### config.mk
export PLATFORM = sky130hd
export DESIGN_NAME = wed_cell
export DESIGN_NICKNAME = d
export VERILOG_FILES = /design/src/design/wed_pkg.sv /design/src/design/wed_cell.sv
export SDC_FILE = /design/constraint.sdc
export NUM_CORES = 1
export LEC_CHECK = 0
export BUFFER_PORTS_ARGS = -buffer_cell sky130_fd_sc_hd__buf_2
export CORE_MARGIN = 8
export CORE_UTILIZATION = 40
export DETAILED_ROUTE_END_ITERATION = 6
export SLEW_MARGIN = 30
export SYNTH_ARGS = -nofsm -noshare
export SYNTH_HDL_FRONTEND = slang
export SYNTH_SLANG_ARGS = --single-unit
### constraint.sdc
create_clock -name vclk -period 14.4
set_clock_uncertainty 0.1 [all_clocks]
set_input_delay 1.44 -clock vclk [all_inputs]
set_output_delay 1.44 -clock vclk [all_outputs]
set_load 0.02 [all_outputs]
### src/design/wed_pkg.sv
`timescale 1ns / 1ps

package wed_pkg;

    localparam int MAX_LEN     = 1024;
    localparam int SYM_W       = 21;
    localparam int VAL_W       = 20;
    localparam int COST_W      = 8;
    localparam int ADDR_W      = $clog2(MAX_LEN);
    localparam int CNT_W       = $clog2(MAX_LEN + 1);
    localparam int CFG_ADDR_W  = 2;
    localparam int S_TDATA_W   = ((SYM_W + 7) / 8) * 8;
    localparam int M_TDATA_W   = ((VAL_W + 7) / 8) * 8;

    localparam logic [VAL_W-1:0] VAL_MAX = {VAL_W{1'b1}};

    typedef enum logic [1:0] {
        REQ_LOAD   = 2'd0,
        REQ_TARGET = 2'd1,
        REQ_FINISH = 2'd2,
        REQ_NOP    = 2'd3
    } t_req;

    typedef enum logic [CFG_ADDR_W-1:0] {
        CFG_MAX_DIST = 2'd0,
        CFG_INS_COST = 2'd1,
        CFG_DEL_COST = 2'd2,
        CFG_SUB_COST = 2'd3
    } t_cfg_idx;

    typedef struct packed {
        logic [COST_W-1:0] ins;
        logic [COST_W-1:0] del;
        logic [COST_W-1:0] sub;
    } t_costs;

    function automatic logic [VAL_W-1:0] sat_add(input logic [VAL_W-1:0] a,
                                                 input logic [VAL_W-1:0] b);
        logic [VAL_W:0] s;
        s = {1'b0, a} + {1'b0, b};
        return s[VAL_W] ? VAL_MAX : s[VAL_W-1:0];
    endfunction

    function automatic logic [VAL_W-1:0] min2(input logic [VAL_W-1:0] a,
                                              input logic [VAL_W-1:0] b);
        return (b < a) ? b : a;
    endfunction

endpackage

### src/design/wed_cell.sv
`timescale 1ns / 1ps

// One dynamic-programming cell: cheapest of the left, above and diagonal steps.
module wed_cell
    import wed_pkg::*;
(
    input  t_costs             i_costs,
    input  logic [VAL_W-1:0]   i_left,
    input  logic [VAL_W-1:0]   i_above,
    input  logic [VAL_W-1:0]   i_diag,
    input  logic               i_match,
    output logic [VAL_W-1:0]   o_cell
);

    logic [VAL_W-1:0] w_from_left;
    logic [VAL_W-1:0] w_from_above;
    logic [VAL_W-1:0] w_from_diag;
    logic [COST_W-1:0] w_sub;

    always_comb begin
        w_sub        = i_match ? '0 : i_costs.sub;
        w_from_left  = sat_add(i_left, VAL_W'(i_costs.del));
        w_from_above = sat_add(i_above, VAL_W'(i_costs.ins));
        w_from_diag  = sat_add(i_diag, VAL_W'(w_sub));
        o_cell       = min2(min2(w_from_left, w_from_above), w_from_diag);
    end

endmodule

==> impl_metrics.ini <==
[status]
status = finished, final reports clean

[yosys]
yosysWarnings = 0
yosysMostFrequentCell = ha_1
synth.top_cell.area_share = 0.217
synth_area_mm2 = 0.00358
ys_top_cells_by_area = ha_1 (22%), mux2i_1 (10%), mux2_2 (6.0%)
syn-num-nets = 654
ys_top_cells_by_count = ha_1 (62), nand2_1 (50), inv_1 (49)
avgSynthCellArea_um2 = 7.10
yosysSeqAreaShare = 0
synthCells = 504
yosys.area.top_type = ha_1
synthDistinctLibCells = 54

[pwr]
ir_worst_vdd_mv = 0.0329
pwr_density_cell_mw_per_mm2 = 53.0
leakage_nw = 2.22

[global_routing]
grt_usage = 0.171
overflow = 0
grt_max_degree = 16
grt_pass1_wl_um = 18700
antenna_found_initial = 0
grt_pass1_vias = 3962

[cts]
cts_hold_buf = 0
cts_setup_buffers = 0
ctsResizeCount = 0

[hold_path]
hp-class = input port to output port
hold_depth = 4
min_from = i_diag[13]

[final_layout]
layout.cells.non_filler = 709
seq_cells = 0
areaGrowthSynthToFinish_pct = 17.2
n_antenna_cell = 0
seq_area_um2 = 0
final_area_mm2 = 0.00420
final_nets = 753
clkbuf_count = 0
drive_gt1_frac = 0.231

[placement]
place_area_mm2 = 0.00420
place.port_buffers = 105
dp_cells = 709
dp_hpwl_um = 9950
gp_congestion = 0.895

[die]
coreArea_mm2 = 0.00872
die_h_um = 111
die-width_um = 111
die_area_mm2 = 0.0122
fp-row-count = 34
pin_count = 105
start_util = 0.410

[drt]
drtPass1Iterations = 5
drt-initial-drc-count = 169
routed_wl_um = 11100
drc = 0
wl_per_cell_um = 15.7
viasPerCell = 5.55
num_vias = 3933
postRouteAntennaNets = 0

[critical_path]
crit_fanout = 13
arrival_ns = 8.62
crit_required_ns = 12.86
critPathKind = input port to output port
worstSetupStartpointType = input port
critPathMaxStageDelay_ns = 0.51
cp-end-kind = output port
critical_path.slowest_cell = a21oi_2
crit_path_start = i_costs[8]

[timing]
setup_viol = 0
fmax_ghz = 0.0985
worstMarginPinSlew_ns = 0.789
period_minus_slack_ns = 10.16
final_hold_viol_count = 0
slew-limit-headroom = 0.471
setup-tns-final_ns = 0
finalCritPeriodShare = 0.705
slew_violations = 0
rsz0062_at_grt = no

[job]
drv_cap = 0
## worst max-delay path, delay by kind of cell
family | cells | cell delay (ns)
AO/OA/AOI/OAI | 11 | 3.21
adder cells (fa/ha/maj) | 4 | 1.25
buffers and inverters | 4 | 0.93
multiplexers | 2 | 0.65
AND/OR/NAND/NOR | 4 | 1.10
## power by group
part / internal [mW] / switching (mW)
clock network: 0 / 0
logic: 0.0931 / 0.129
registers: 0 / 0
## layout by cell type (no fill, tap or decap), types with 7 or more instances in the layout
cell type,instances
a21oi_1,34
o21a_1,7
nand3_1,23
nand2_1,50
and2_1,14
o21ai_0,18
nor2_1,30
buf_2,105
mux2i_1,37
nor3_1,14
xor2_1,11
mux2_2,19
a21o_1,9
inv_1,49
ha_1,62
xnor2_1,10
nand4_1,14
nor2b_1,12
and3_1,10
a31oi_1,7
a211oi_1,8
## layout make-up
type	instances	area, um^2
fill	943	4530
timing repair buffer	107	541
multi-input combinational	445	3340
inverter	49	184
tap	108	135
## path summary, 6_finish.rpt
path	end	slack (ns)
setup / recovery	o_cell[6]	4.24
hold / removal	o_cell[13]	3.31
## stage by stage
step | hold slack [ns] | utilization | power [mW] | setup slack, ns
CTS | 3.32 | 0.481 | 0.224 | 4.24
finish | 3.31 | 0.481 | 0.223 | 4.24
floorplan | 3.10 | - | 0.157 | 5.92
global placement | 3.31 | 0.481 | 0.220 | 4.54
detailed placement | 3.31 | 0.481 | 0.222 | 4.29
global route | 3.34 | 0.481 | 0.249 | 3.75
## logic make-up after synthesis
kind of cell	share of synthesized area
adder cells (fa/ha/maj)	0.233
AO/OA/AOI/OAI	0.229
buffers and inverters	0.0717
multiplexers	0.163
XOR/XNOR	0.0514
AND/OR/NAND/NOR	0.251
## per-layer routing
| metal | vias to the layer above | track usage | wire, um |
|---|---|---|---|
| met4 | 0 | 0.00360 | 21 |
| met3 | 2 | 0.0146 | 479 |
| met1 | 1793 | 0.243 | 5560 |
| met5 | - | 0 | 0 |
| met2 | 93 | 0.287 | 5070 |
| li1 | 2045 | - | - |
No activity file was read; power rests on OpenSTA's default activity.
